## src/rtl/assert_macros.svh

```systemverilog
// Assertion helpers for the RTL files, included by the top-level unit.
`ifndef ASSERT_MACROS_SVH
`define ASSERT_MACROS_SVH

// pre implies post in the same cycle
`define ASSERT_IMPLY(label, clk, rst, pre, post, msg) \
  label: assert property (@(posedge clk) disable iff (rst) (pre) |-> (post)) \
    else $error(msg);

// pre implies post in the next cycle
`define ASSERT_NEXT(label, clk, rst, pre, post, msg) \
  label: assert property (@(posedge clk) disable iff (rst) (pre) |=> (post)) \
    else $error(msg);

// cond never holds
`define ASSERT_NEVER(label, clk, rst, cond, msg) \
  label: assert property (@(posedge clk) disable iff (rst) !(cond)) \
    else $error(msg);

`endif

```

## src/rtl/ctpg_pkg.sv

```systemverilog
`default_nettype none

package ctpg_pkg;

  // Field widths
  localparam int TICK_W     = 48;
  localparam int TPS_W      = 24;
  localparam int BPB_W      = 7;
  localparam int LEVEL_W    = 16;
  localparam int LEN_W      = 8;
  localparam int GAPCFG_W   = 24;
  localparam int TICKNUM_W  = 24;
  localparam int CFG_IDX_W  = 2;
  localparam int CFG_DATA_W = 24;

  // Bar length in whole ticks: beats_per_bar * 24 fits in 12 bits
  localparam int MOD_W             = 12;
  localparam int TICKS_PER_QUARTER = 24;

  // Error window is 20 samples worth of tick advance
  localparam int ERR_W         = 29;
  localparam int ERROR_SAMPLES = 20;

  localparam logic [LEVEL_W-1:0] HOLD_LEVEL = 16'd58982;

  // Register indexes
  localparam logic [CFG_IDX_W-1:0] REG_PULSE_LENGTH = 2'd0;
  localparam logic [CFG_IDX_W-1:0] REG_MIN_GAP      = 2'd1;
  localparam logic [CFG_IDX_W-1:0] REG_MAX_GAP      = 2'd2;

  // Register reset values
  localparam logic [LEN_W-1:0]    PULSE_LENGTH_RST = 8'd24;
  localparam logic [GAPCFG_W-1:0] MIN_GAP_RST      = 24'd299;
  localparam logic [GAPCFG_W-1:0] MAX_GAP_RST      = 24'd4013;

  // Controller to datapath
  typedef struct packed {
    logic load;   // latch a new request and arm the remainder unit
    logic step;   // one remainder iteration
    logic exec;   // commit state and load the result register
  } ctpg_cmd_t;

  // Datapath to controller
  typedef struct packed {
    logic div_last;  // current step is the last remainder iteration
  } ctpg_status_t;

  // Rising ramp: (HOLD * k + 2) / 4 for k of 1..3
  function automatic logic [LEVEL_W-1:0] ramp_up_level(input logic [1:0] k);
    logic [LEVEL_W-1:0] lv;
    unique case (k)
      2'd1:    lv = 16'd14746;
      2'd2:    lv = 16'd29491;
      2'd3:    lv = 16'd44237;
      default: lv = '0;
    endcase
    return lv;
  endfunction

  // Falling ramp: (HOLD * r + 7) / 15 for r of 1..14
  function automatic logic [LEVEL_W-1:0] ramp_down_level(input logic [3:0] r);
    logic [LEVEL_W-1:0] lv;
    unique case (r)
      4'd1:    lv = 16'd3932;
      4'd2:    lv = 16'd7864;
      4'd3:    lv = 16'd11796;
      4'd4:    lv = 16'd15729;
      4'd5:    lv = 16'd19661;
      4'd6:    lv = 16'd23593;
      4'd7:    lv = 16'd27525;
      4'd8:    lv = 16'd31457;
      4'd9:    lv = 16'd35389;
      4'd10:   lv = 16'd39321;
      4'd11:   lv = 16'd43253;
      4'd12:   lv = 16'd47186;
      4'd13:   lv = 16'd51118;
      4'd14:   lv = 16'd55050;
      default: lv = '0;
    endcase
    return lv;
  endfunction

endpackage

`default_nettype wire

```

## src/rtl/ctpg_ctrl.sv

```systemverilog
`default_nettype none

module ctpg_ctrl (
  input  wire logic                  clk,
  input  wire logic                  rst,
  input  wire logic                  in_valid,
  output logic                       in_stall,
  output logic                       out_valid,
  input  wire logic                  out_stall,
  input  wire ctpg_pkg::ctpg_status_t status,
  output ctpg_pkg::ctpg_cmd_t        cmd
);

  typedef enum logic [1:0] {
    IDLE,
    DIVIDE,
    EXECUTE
  } state_t;

  state_t state;

  // Decode commands from the current state
  always_comb begin
    in_stall = (state != IDLE);
    cmd.load = (state == IDLE) && in_valid;
    cmd.step = (state == DIVIDE);
    cmd.exec = (state == EXECUTE) && (!out_valid || !out_stall);
  end

  // Advance the sequencer and hold the result valid flag
  always_ff @(posedge clk) begin
    if (rst) begin
      state     <= IDLE;
      out_valid <= 1'b0;
    end else begin
      unique case (state)
        IDLE: begin
          if (in_valid) state <= DIVIDE;
        end
        DIVIDE: begin
          if (status.div_last) state <= EXECUTE;
        end
        EXECUTE: begin
          if (cmd.exec) state <= IDLE;
        end
        default: state <= IDLE;
      endcase
      if (cmd.exec) begin
        out_valid <= 1'b1;
      end else if (!out_stall) begin
        out_valid <= 1'b0;
      end
    end
  end

endmodule

`default_nettype wire

```

## src/rtl/ctpg_datapath.sv

```systemverilog
`default_nettype none

module ctpg_datapath #(
  parameter int POSITION_FRAC_BITS = 24,
  parameter int GAP_COUNTER_WIDTH  = 32
) (
  input  wire logic                                   clk,
  input  wire logic                                   rst,
  input  wire ctpg_pkg::ctpg_cmd_t                    cmd,
  output ctpg_pkg::ctpg_status_t                      status,
  input  wire logic                                   cfg_write,
  input  wire logic [ctpg_pkg::CFG_IDX_W-1:0]         cfg_index,
  input  wire logic [ctpg_pkg::CFG_DATA_W-1:0]        cfg_data,
  input  wire logic                                   playing_ok,
  input  wire logic                                   position_jump,
  input  wire logic signed [ctpg_pkg::TICK_W-1:0]     tick_position,
  input  wire logic signed [ctpg_pkg::TICK_W-1:0]     ticks_from_bar,
  input  wire logic [ctpg_pkg::TPS_W-1:0]             ticks_per_sample,
  input  wire logic [ctpg_pkg::BPB_W-1:0]             bar_beats,
  input  wire logic                                   eighth_signature,
  output logic [ctpg_pkg::LEVEL_W-1:0]                pulse_level,
  output logic                                        tick_started
);

  localparam int F    = POSITION_FRAC_BITS;
  localparam int G    = GAP_COUNTER_WIDTH;
  localparam int TW   = ctpg_pkg::TICK_W;
  localparam int QW   = TW - F;                 // whole-tick bits of the bar offset
  localparam int CNTW = $clog2(QW + 1);
  localparam int MW   = ctpg_pkg::MOD_W;
  localparam int EW0  = ctpg_pkg::ERR_W;
  localparam int RW   = MW + F;                 // full remainder, fraction included
  localparam int EW   = (RW > EW0) ? RW : EW0;
  localparam int FW   = (F > EW0) ? F : EW0;
  localparam int NW   = ctpg_pkg::TICKNUM_W;
  localparam int CUW  = (QW > NW) ? QW : NW;
  localparam int GW   = ctpg_pkg::GAPCFG_W;
  localparam int CW   = (G > GW) ? G : GW;
  localparam int LW   = ctpg_pkg::LEN_W;
  localparam int LVW  = ctpg_pkg::LEVEL_W;

  // Configuration
  logic [LW-1:0] pulse_length;
  logic [GW-1:0] min_gap;
  logic [GW-1:0] max_gap;

  // Persistent state
  logic          sync_started;
  logic          pulse_active;
  logic [LW-1:0] pulse_index;
  logic          last_valid;
  logic [NW-1:0] last_number;
  logic [G-1:0]  samples;

  // Latched request
  logic                  playing_q;
  logic                  jump_q;
  logic [TW-1:0]         pos_q;
  logic                  bar_neg_q;
  logic [F-1:0]          bar_frac_q;
  logic [ctpg_pkg::TPS_W-1:0] tps_q;
  logic [ctpg_pkg::BPB_W-1:0] bpb_q;
  logic                  eighth_q;
  logic [MW-1:0]         dvsr_q;

  // Remainder unit
  logic [QW-1:0]   quo_sh;
  logic [MW-1:0]   rem;
  logic [CNTW-1:0] div_count;
  logic [MW:0]     trial;
  logic [TW-1:0]   bar_mag;

  // Decision signals
  logic              pos_ok;
  logic [QW-1:0]     cur;
  logic [F-1:0]      frac;
  logic [F-1:0]      half;
  logic [F-1:0]      frac_off;
  logic [RW-1:0]     rem_full;
  logic [EW0-1:0]    err_v;
  logic              bar_hit;
  logic              sync_set;
  logic              sync_now;
  logic              valid_a;
  logic [G-1:0]      gap_a;
  logic [G-1:0]      gap_b;
  logic [G-1:0]      gap_c;
  logic [CW-1:0]     max_ext;
  logic [CW-1:0]     gap_lim;
  logic [CW-1:0]     max_sat;
  logic [CUW-1:0]    cur_ext;
  logic [CUW-1:0]    last_ext;
  logic              cur_gt;
  logic              half_hit;
  logic              first_hit;
  logic              want;
  logic              extra;
  logic              consider;
  logic              fire;
  logic [NW-1:0]     number_next;
  logic              act_b;
  logic [LW-1:0]     idx_b;
  logic [LW-1:0]     idx_n;
  logic [LW-1:0]     left;
  logic              act_c;
  logic [LW-1:0]     idx_c;
  logic [LVW-1:0]    level;

  assign bar_mag         = ticks_from_bar[TW-1] ? (-ticks_from_bar) : ticks_from_bar;
  assign trial           = {rem, quo_sh[QW-1]};
  assign status.div_last = (div_count == CNTW'(1));

  // Latch the request and run the bit-serial remainder of whole ticks
  always_ff @(posedge clk) begin
    if (cmd.load) begin
      playing_q  <= playing_ok;
      jump_q     <= position_jump;
      pos_q      <= tick_position;
      bar_neg_q  <= ticks_from_bar[TW-1];
      bar_frac_q <= bar_mag[F-1:0];
      tps_q      <= ticks_per_sample;
      bpb_q      <= bar_beats;
      eighth_q   <= eighth_signature;
      dvsr_q     <= MW'(bar_beats) * MW'(ctpg_pkg::TICKS_PER_QUARTER);
      quo_sh     <= bar_mag[TW-1:F];
      rem        <= '0;
      div_count  <= CNTW'(QW);
    end else if (cmd.step) begin
      if (trial >= {1'b0, dvsr_q}) begin
        rem <= MW'(trial - {1'b0, dvsr_q});
      end else begin
        rem <= trial[MW-1:0];
      end
      quo_sh    <= {quo_sh[QW-2:0], 1'b0};
      div_count <= div_count - CNTW'(1);
    end
  end

  // Bar start check
  always_comb begin
    pos_ok   = !pos_q[TW-1];
    err_v    = EW0'(tps_q) * EW0'(ctpg_pkg::ERROR_SAMPLES);
    rem_full = {rem, bar_frac_q};
    if (bar_neg_q) begin
      bar_hit = (rem_full != '0) || (err_v != '0);
    end else begin
      bar_hit = EW'(rem_full) < EW'(err_v);
    end
    bar_hit  = bar_hit && (bpb_q != '0);
    sync_set = playing_q && pos_ok && !sync_started && bar_hit;
    sync_now = sync_started || sync_set;
  end

  // Tick decision
  always_comb begin
    max_ext  = CW'(max_gap);
    gap_lim  = CW'({G{1'b1}});
    max_sat  = (max_ext > gap_lim) ? gap_lim : max_ext;
    valid_a  = last_valid && !(playing_q && jump_q) && !sync_set;
    gap_a    = sync_set ? max_sat[G-1:0] : samples;

    cur      = pos_q[TW-1:F];
    frac     = pos_q[F-1:0];
    half     = F'(1) << (F - 1);
    frac_off = frac - half;
    cur_ext  = CUW'(cur);
    last_ext = CUW'(last_number);
    cur_gt   = cur_ext > last_ext;
    half_hit = eighth_q && (cur_ext == last_ext) && frac[F-1] &&
               (FW'(frac_off) < FW'(err_v));
    first_hit = FW'(frac) < FW'(err_v);
    want     = valid_a ? (cur_gt || half_hit) : first_hit;
    extra    = valid_a && !cur_gt && half_hit;

    consider = playing_q && pos_ok && sync_now && !pulse_active;
    fire     = consider && ((want && (CW'(gap_a) >= CW'(min_gap))) ||
                            (CW'(gap_a) >= CW'(max_gap)));

    if (!fire) begin
      number_next = last_number;
    end else if (!valid_a) begin
      number_next = cur_ext[NW-1:0];
    end else if (extra) begin
      number_next = last_number;
    end else begin
      number_next = last_number + NW'(1);
    end

    gap_b = fire ? '0 : gap_a;
    act_b = pulse_active || fire;
    idx_b = fire ? '0 : pulse_index;
  end

  // Pulse shaping and gap count
  always_comb begin
    idx_n = idx_b + LW'(1);
    left  = pulse_length - idx_n;
    act_c = act_b;
    idx_c = idx_b;
    level = '0;
    if (act_b) begin
      idx_c = idx_n;
      if (idx_n < LW'(4)) begin
        level = ctpg_pkg::ramp_up_level(idx_n[1:0]);
      end else if (pulse_length <= idx_n) begin
        act_c = 1'b0;
        idx_c = '0;
      end else if (left < LW'(15)) begin
        level = ctpg_pkg::ramp_down_level(left[3:0]);
      end else begin
        level = ctpg_pkg::HOLD_LEVEL;
      end
    end
    gap_c = (playing_q && (gap_b != {G{1'b1}})) ? gap_b + G'(1) : gap_b;
  end

  // Commit state and configuration writes
  always_ff @(posedge clk) begin
    if (rst) begin
      pulse_length <= ctpg_pkg::PULSE_LENGTH_RST;
      min_gap      <= ctpg_pkg::MIN_GAP_RST;
      max_gap      <= ctpg_pkg::MAX_GAP_RST;
      sync_started <= 1'b0;
      pulse_active <= 1'b0;
      pulse_index  <= '0;
      last_valid   <= 1'b0;
      last_number  <= '0;
      samples      <= '0;
    end else begin
      if (cfg_write) begin
        unique case (cfg_index)
          ctpg_pkg::REG_PULSE_LENGTH: pulse_length <= cfg_data[LW-1:0];
          ctpg_pkg::REG_MIN_GAP:      min_gap      <= cfg_data[GW-1:0];
          ctpg_pkg::REG_MAX_GAP:      max_gap      <= cfg_data[GW-1:0];
          default: ;
        endcase
      end
      if (cmd.exec) begin
        sync_started <= playing_q && sync_now;
        pulse_active <= act_c;
        pulse_index  <= idx_c;
        last_valid   <= fire || valid_a;
        last_number  <= number_next;
        samples      <= gap_c;
      end
    end
  end

  // Load the result register
  always_ff @(posedge clk) begin
    if (cmd.exec) begin
      pulse_level  <= level;
      tick_started <= fire;
    end
  end

endmodule

`default_nettype wire

```

## src/rtl/clock_tick_pulse_generator_unit.sv

```systemverilog
// Channel  Direction  Handshake             Payload
// in       into       in_valid / in_stall   playing_ok, position_jump, tick_position,
//                                           ticks_from_bar, ticks_per_sample,
//                                           bar_beats, eighth_signature
// out      out of     out_valid / out_stall pulse_level, tick_started
// cfg      into       cfg_valid / cfg_ready cfg_index, cfg_data
//
// Each request runs through the bit-serial remainder, which walks the whole-tick bits
// of the bar offset, then a commit step; no new request is taken until the commit is done.
// The commit step loads the result register; the next request is
// taken while it waits, and the commit step waits only while it is still full.
// Synchronous reset restores register defaults and clears sync, pulse and gap state.
// cfg_ready is always high; writes to an index beyond the register list are dropped.
`default_nettype none
`include "assert_macros.svh"

module clock_tick_pulse_generator_unit #(
  parameter int POSITION_FRAC_BITS = 24,
  parameter int GAP_COUNTER_WIDTH  = 32
) (
  input  wire logic                                clk,
  input  wire logic                                rst,
  input  wire logic                                in_valid,
  output logic                                     in_stall,
  input  wire logic                                playing_ok,
  input  wire logic                                position_jump,
  input  wire logic signed [ctpg_pkg::TICK_W-1:0]  tick_position,
  input  wire logic signed [ctpg_pkg::TICK_W-1:0]  ticks_from_bar,
  input  wire logic [ctpg_pkg::TPS_W-1:0]          ticks_per_sample,
  input  wire logic [ctpg_pkg::BPB_W-1:0]          bar_beats,
  input  wire logic                                eighth_signature,
  output logic                                     out_valid,
  input  wire logic                                out_stall,
  output logic [ctpg_pkg::LEVEL_W-1:0]             pulse_level,
  output logic                                     tick_started,
  input  wire logic                                cfg_valid,
  output logic                                     cfg_ready,
  input  wire logic [ctpg_pkg::CFG_IDX_W-1:0]      cfg_index,
  input  wire logic [ctpg_pkg::CFG_DATA_W-1:0]     cfg_data
);

  ctpg_pkg::ctpg_cmd_t    cmd;
  ctpg_pkg::ctpg_status_t status;

  assign cfg_ready = 1'b1;

  // Sequencer
  ctpg_ctrl u_ctrl (
    .clk       (clk),
    .rst       (rst),
    .in_valid  (in_valid),
    .in_stall  (in_stall),
    .out_valid (out_valid),
    .out_stall (out_stall),
    .status    (status),
    .cmd       (cmd)
  );

  // Remainder unit, tick decision, pulse shaper and result register
  ctpg_datapath #(
    .POSITION_FRAC_BITS (POSITION_FRAC_BITS),
    .GAP_COUNTER_WIDTH  (GAP_COUNTER_WIDTH)
  ) u_datapath (
    .clk              (clk),
    .rst              (rst),
    .cmd              (cmd),
    .status           (status),
    .cfg_write        (cfg_valid && cfg_ready),
    .cfg_index        (cfg_index),
    .cfg_data         (cfg_data),
    .playing_ok       (playing_ok),
    .position_jump    (position_jump),
    .tick_position    (tick_position),
    .ticks_from_bar   (ticks_from_bar),
    .ticks_per_sample (ticks_per_sample),
    .bar_beats        (bar_beats),
    .eighth_signature (eighth_signature),
    .pulse_level      (pulse_level),
    .tick_started     (tick_started)
  );

  // A taken request keeps the input side busy on the next clock
  `ASSERT_NEXT(a_busy_after_accept, clk, rst, in_valid && !in_stall, in_stall, "busy after accept")
  // Commit only into a free or draining result register
  `ASSERT_IMPLY(a_exec_slot_free, clk, rst, cmd.exec, !out_valid || !out_stall, "result overwritten")
  // A new tick always shows the first ramp step
  `ASSERT_IMPLY(a_tick_level, clk, rst, out_valid && tick_started, pulse_level != '0, "zero tick")
  // Loading and iterating never coincide
  `ASSERT_NEVER(a_load_step, clk, rst, cmd.load && cmd.step, "load during remainder")

endmodule

`default_nettype wire

```

## config.mk

```make
export PLATFORM = sky130hd
export DESIGN_NAME = clock_tick_pulse_generator_unit
export DESIGN_NICKNAME = d
export VERILOG_FILES = /design/src/rtl/ctpg_pkg.sv /design/src/rtl/ctpg_ctrl.sv /design/src/rtl/ctpg_datapath.sv /design/src/rtl/clock_tick_pulse_generator_unit.sv
export VERILOG_INCLUDE_DIRS = /design/src /design/src/rtl
export SDC_FILE = /design/constraint.sdc
export NUM_CORES = 1
export LEC_CHECK = 0
export ABC_AREA = 1
export BUFFER_PORTS_ARGS = -buffer_cell sky130_fd_sc_hd__clkbuf_2
export CORE_UTILIZATION = 30
export DETAILED_ROUTE_END_ITERATION = 16
export PLACE_DENSITY_LB_ADDON = 0.08
export SYNTH_ARGS = -nofsm -noshare
export SYNTH_HDL_FRONTEND = slang
export SYNTH_SLANG_ARGS = --single-unit
```

## constraint.sdc

```tcl
create_clock -name clk -period 23.2 [get_ports clk]
set_input_delay 4.64 -clock clk [delete_from_list [all_inputs] [get_ports clk]]
set_output_delay 4.64 -clock clk [all_outputs]
set_load 0.05 [all_outputs]
```

======== Word level (Yosys, flattened, before mapping) ========
Memory sizes are Yosys's and may differ from the RTL's.
Index checks and enable logic that the tools add are counted.
W data, S select, Z words.
storage, ports and cells
  output and inout port bits .............. 20
  bits of input ports ..................... 161
  word-level logic and storage cells ...... 136
  memory bits (read-only) ................. 256
  memories kept ........................... 1
  register bits after elaboration ......... 300
operators by class
  $lt $le $gt $ge ......................... 10
  eq/ne operators ......................... 15
  add/subtract/negate cells ............... 8
  $mul .................................... 2
  reduce and logical (&&, ||, !) cells .... 47
  multiplexer cells ....................... 28
memories
  memory           words  bits a word  read ports  clocked after Yosys merged registers in  wr ports  line            text
  (no name shown)  16     16           1           0                                        0         ctpg_pkg.sv:63  unique case (r)
operators by type and width
  kind                      count
  $mux W24                  4
  $mux W32                  3
  $ge A32 B24 Y1            2
  $lt A24 B29 Y1            2
  $mux W16                  3
  $mux W48                  1
  $neg A48 Y48              1
  $pmux W16 S3              1
  $lt A36 B29 Y1            1
  $reduce_bool A36 Y1       1
  $add A32 B1 Y32 const B   1
  $mux W8                   4
  $ne A32 B32 Y1 const B    1
  $reduce_bool A29 Y1       1
  $mul A24 B3 Y27 const B   1
  $add A24 B1 Y24 const B   1
  $eq A24 B24 Y1            1
  $gt A24 B24 Y1            1
  $sub A24 B24 Y24 const B  1
  $logic_and A1 B1 Y1       20
  $ge A13 B12 Y1            1
  $mux W12                  1
  $sub A12 B12 Y12          1
  $mul A7 B2 Y9 const B     1
  21 further kinds          55

======== Logic depth before layout (Yosys ltp) ========
  depth in word-level cells ............... 19
  depth in mapped cells ................... 64
  mapped depth without buffers ............ 59

======== Cells and area by module ========
From an unflattened synthesis, not the netlist that was laid out.
second synthesis, totals
  cells, all modules ...................... 2,644
  area, all modules ....................... 20,490.9 um^2
modules (own cells, without submodules)
  module                           instances  cells each  area an instance (um^2)  seq. area each (um^2)
  ctpg_datapath                    1          2,620       20,333.3                 7,427.1
  ctpg_ctrl                        1          22          146.4                    60.1
  clock_tick_pulse_generator_unit  1          2           11.3                     0.0

======== Worst setup path before layout ========
No wires, ideal clock.
  kind .................................... register to register
  start ................................... register u_datapath.tps_q[1] in the netlist's numbering
  end ..................................... register u_datapath.pulse_level[9] in the netlist's numbering, data pin
  path buffers ............................ 6
  period minus slack after synthesis ...... 8.412 ns
  data arrival time ....................... 8.266 ns
  setup slack ............................. 14.788 ns
  library setup time ...................... 0.147 ns
  cell stages (with the launch flop) ...... 61
  required time ........................... 23.053 ns
  cells stage by stage .................... edfxtp_1 -> ha_1 -> ha_1 -> inv_1 -> fa_1 -> inv_1 -> nand3_1 -> nand2_2 -> nand2_1 -> nand2_1 -> nand3_1 -> nand3b_1 -> nand2_1 -> ha_1 -> nand2_1 -> inv_1 -> nand3_1 -> inv_1 -> [25 not listed] -> buf_2 -> nor2_1 -> inv_1 -> ha_1 -> ha_1 -> nand3_1 -> nand2_1 -> or2_2 -> nand2_1 -> inv_1 -> clkbuf_1 -> ha_1 -> inv_1 -> o21ai_1 -> inv_1 -> o21ai_0 -> nand2_1 -> a21oi_1
between the ends
  word-level cells in the longest chain between the ends .. 19
  elaborated cells between the ends (all ways) .. 38
  classes of those cells .................. add/sub: 2; mul: 1; order compare: 8; eq/ne: 3; mux: 8; reduce/logical: 15; memory: 1
ends and longest elaborated chain
  what                                                                     line                  text
  from (decl)                                                              ctpg_datapath.sv:61   logic [ctpg_pkg::TPS_W-1:0] tps_q;
  from (signal assigned)                                                   ctpg_datapath.sv:121  tps_q <= ticks_per_sample;
  $mul A24 B3 Y27 *                                                        ctpg_datapath.sv:142  err_v = EW0'(tps_q) * EW0'(ctpg_pkg::ERROR_SAMPLES);
  parallel branches: the longest is 10 deep, another holds $lt A36 B29 Y1  n/a
  $logic_and A1 B1 Y1 *                                                    ctpg_datapath.sv:176  fire = consider && ((want && (CW'(gap_a) >= CW'(min_gap))) ||
  via u_datapath.fire                                                      ctpg_datapath.sv:99   logic fire;
  $mux W8                                                                  ctpg_datapath.sv:191  idx_b = fire ? '0 : pulse_index;
  $add A8 B1 Y8                                                            ctpg_datapath.sv:196  idx_n = idx_b + LW'(1);
  $sub A8 B8 Y8                                                            ctpg_datapath.sv:197  left = pulse_length - idx_n;
  $lt A8 B4 Y1 or $mem_v2 Z16 W16 (tied branches)                          n/a
  $mux W16                                                                 ctpg_datapath.sv:208  end else if (left < LW'(15)) begin
  $mux W16                                                                 ctpg_datapath.sv:205  end else if (pulse_length <= idx_n) begin
  $mux W16                                                                 ctpg_datapath.sv:203  if (idx_n < LW'(4)) begin
  to (signal assigned)                                                     ctpg_datapath.sv:252  pulse_level <= level;
  to (decl)                                                                ctpg_datapath.sv:21   output logic [ctpg_pkg::LEVEL_W-1:0] pulse_level,
Mark *: on every way through the listed nets, which the timed path passes.
A chain may end at the register's enable or synchronous reset.

======== Worst setup path after layout ========
  start ................................... register u_datapath.tps_q[1] in the netlist's numbering
  end ..................................... register u_datapath.pulse_level[9] in the netlist's numbering, data pin
between the ends
  word-level cells in the longest chain between the ends .. 19
  elaborated cells between the ends (all ways) .. 38
  classes of those cells .................. add/sub: 2; mul: 1; order compare: 8; eq/ne: 3; mux: 8; reduce/logical: 15; memory: 1
ends and longest elaborated chain
  what                                                                     line
  $mul A24 B3 Y27 *                                                        ctpg_datapath.sv:142
  parallel branches: the longest is 10 deep, another holds $lt A36 B29 Y1  n/a
  $logic_and A1 B1 Y1 *                                                    ctpg_datapath.sv:176
  $mux W8                                                                  ctpg_datapath.sv:191
  $add A8 B1 Y8                                                            ctpg_datapath.sv:196
  $sub A8 B8 Y8                                                            ctpg_datapath.sv:197
  $lt A8 B4 Y1 or $mem_v2 Z16 W16 (tied branches)                          n/a
  $mux W16                                                                 ctpg_datapath.sv:208
  $mux W16                                                                 ctpg_datapath.sv:205
  $mux W16                                                                 ctpg_datapath.sv:203
Every way passes the cells marked *.

==> out/results.ini <==
[run_status]
status = completed

[layout]
drive_above_1_share_pct = 10.80
post-route-util_pct = 34.97
fin_cells = 3792
stdcell_area_um2 = 23530
nets = 3257
syn_to_final_growth_pct = 15.20

[pwr]
ir_drop_mv = 0.05066
intPower_mw = 1.111
power_density_nw_per_um2 = 69.14
p_switching_mw = 0.5161
swShare_pct = 31.73
p_leak_nw = 10.45
p_seq_share_pct = 38.0
pwr-share-comb_pct = 22.8
p_clk_share_pct = 39.2

[critical_path]
cp-start-kind = flop
critPathArrivalTime_ps = 10800
cp_slowest_stage_delay_ps = 510
worstPathRequired_ps = 23610
crit_type = flop to flop
crit_top_cell = nand2_1
rrSetupSlack_ps = 12810
worstPathMaxFanout = 55
end_kind = flop
cp_slowest_cell = o21ai_1

[synth]
ys_ff_latch = 297
syn_inst = 2725
synth_top_cell_by_area = edfxtp_1
synth.area.top_cells = edfxtp_1, dfxtp_1, ha_1
syn_area_um2 = 20420
ys_warn_count = 0
post_synth.cell_area_avg_um2 = 7.495
ys_dominant_reg_cell = edfxtp_1
yosysSeqAreaShare_pct = 36.66
synth-edff-count = 154
synth_top_area_share_pct = 22.64
async_reset_ff_share_pct = 0
synth.distinct_cells = 62
synth_fp_nets = 3095

[global_route]
grt-ovfl-total = 0
grt_pass1_wl_um = 93380
grt_max_degree = 73
groute.usage.overall_pct = 16.81
antenna_found_initial = 3
grt_pass1_vias = 17600

[cts]
hold_buffers = 0
h-tree-depth = 2
path_clk_slew_ps = 60
cts_buffers = 40
postCtsSetupBuffers = 0
ctsResizeCount = 0
cts_tree = done
cts_sinks = 297
cts.path.max_buffers = 3
root_buffer = clkbuf_16
clock_latency_ps = 570

[floorplan]
rows = 95
io_pins = 181
chipWidth_um = 262.9
start_util_pct = 30.36
die-height_um = 262.9
coreArea_um2 = 67280
dieArea_um2 = 69120

[timing]
period_needed_ps = 10390
tightest_slew_ps = 1102
rsz0062_at_grt = no
clock.fmax_mhz = 96.24
slew_viol_final = 0
timing.final.crit_share_pct = 44.79
relSlewSlack_pct = 26.46
hold_slack_ps = 458.9
final.setup_skew_ps = 18.09
finalHoldViolCount = 0
setup-violations-final = 0
totalNegativeSetupSlack_ps = 0

[route]
drt.antenna.violating_nets = 0
dr.pass1.iters = 5
wire_per_inst_um = 15.29
detail_route.iter0.violations = 1073
wl_um = 57980
vias_per_cell = 4.731
vias = 17940
drc_errors = 0

[placed_design]
gp_congestion = 0.8807
dpl-instance-area_um2 = 22160
io_buffers = 177
post-place-cells = 3718
hpwl_um = 44580

[job]
cap_violations = 0

[worst_hold_path]
hold_path_class = flop to flop

metrics by stage:
stage / power [mW] / worst slack, ps
after global placement: 0.9986 / 12720
after global routing: 1.739 / 11750
final: 1.627 / 12810
after floorplan: 0.8924 / 14790
after CTS: 1.660 / 12650
after detailed placement: 1.006 / 12710
per-layer routing:
| metal | GRT usage (%) | routed length (µm) | vias to the layer above |
|---|---|---|---|
| met3 | 2.746 | 2191 | 68 |
| met5 | 0 | 48 | - |
| met2 | 28.22 | 26600 | 241 |
| met4 | 3.951 | 1096 | 6 |
| li1 | - | - | 9386 |
| met1 | 22.47 | 28040 | 8240 |
sequential cells by signal, summed over array words and instances (netlist names), 12 cells and up:
signal	cells
u_datapath.samples	32
u_datapath.max_gap	24
u_datapath.rem	12
u_datapath.min_gap	24
u_datapath.last_ext	24
u_datapath.pulse_level	16
u_datapath.pos_q	46
u_datapath.tps_q	24
u_datapath.quo_sh	24
u_datapath.bar_frac_q	24
path summary, 6_finish.rpt:
kind	startpoint	end	cells past startpoint
hold reg to reg	u_datapath.min_gap[2]	u_datapath.min_gap[2]	2
hold / removal	u_datapath.min_gap[2]	u_datapath.min_gap[2]	2
setup reg to reg	u_datapath.tps_q[1]	u_datapath.pulse_level[9]	52
setup / recovery	u_datapath.tps_q[1]	u_datapath.pulse_level[9]	52
kinds of logic (layout without fill, tap and decap cells):
logic type,count (synthesis),in the layout,share of synthesized area [%]
AOI/OAI and AO/OA,504,504,13.48
xor gates and xnor gates,86,86,3.688
adders and majority gates,209,209,12.95
buffers and inverters,440,633,8.467
DFF,297,297,36.66
other,1,2,0.01836
and+or+nand+nor,1188,1188,24.74
cell usage in the layout (no fill, tap or decap), drive strengths merged, types with 2 or more instances in the layout:
master	instances
xnor2	31
edfxtp	154
and3	2
and2	3
nand2	642
nor4	10
a21boi	4
buf	13
or2	8
clkinv	9
nand4	36
xor2	55
nor3	42
o211ai	20
o31ai	10
a31oi	17
a21oi	216
bufinv	2
ha	205
dfxtp	143
o22ai	4
inv	370
o2111ai	3
clkbuf	235
a211oi	6
o41ai	2
nor2	307
fa	4
o21bai	3
nand3b	24
o21ai	204
a221oi	4
nand3	112
clkinvlp	4
a21o	2
o21a	2
power groups by stage:
stage,clock network [mW],registers (mW),logic [mW]
CTS,0.663,0.618,0.378
global route,0.685,0.622,0.431
floorplan,0,0.621,0.271
detailed placement,0,0.629,0.376
finish,0.638,0.618,0.371
global placement,0,0.629,0.370
final cells by class:
| cell class | instances | area, µm² |
|---|---|---|
| timing repair buffer | 190 | 983.4 |
| tap | 873 | 1092 |
| fill | 7160 | 43750 |
| clock buffer | 58 | 1204 |
| sequential | 297 | 7487 |
| inverter | 370 | 1394 |
| multi-input combinational | 1988 | 11210 |
| antenna | 1 | 2.502 |
| clock inverter | 15 | 157.7 |
critical path, delay by kind of cell (launching register included):
kind / cells / cell delay [ps]
buf+inv: 6 / 870
fa+ha+maj: 8 / 2390
simple gates: 23 / 3440
flops: 1 / 450
xor+xnor: 1 / 280
compound gates: 14 / 2740
synth_stat cells (6+ instances only):
master,count
nand3b_1,24
edfxtp_1,154
a21oi_1,213
o31ai_1,10
dfxtp_1,143
o21ai_0,192
ha_1,205
xor2_1,55
buf_4,6
inv_2,8
nor2_2,18
nor3_1,41
nand4_1,35
a31oi_1,17
buf_2,6
o211ai_1,20
nor2_1,283
nand3_1,111
nand2_1,634
inv_1,360
a211oi_1,6
buf_6,6
nor4_1,10
o21ai_1,10
clkbuf_1,50
or2_2,8
xnor2_1,31
Power figures use the tool's default switching activity.
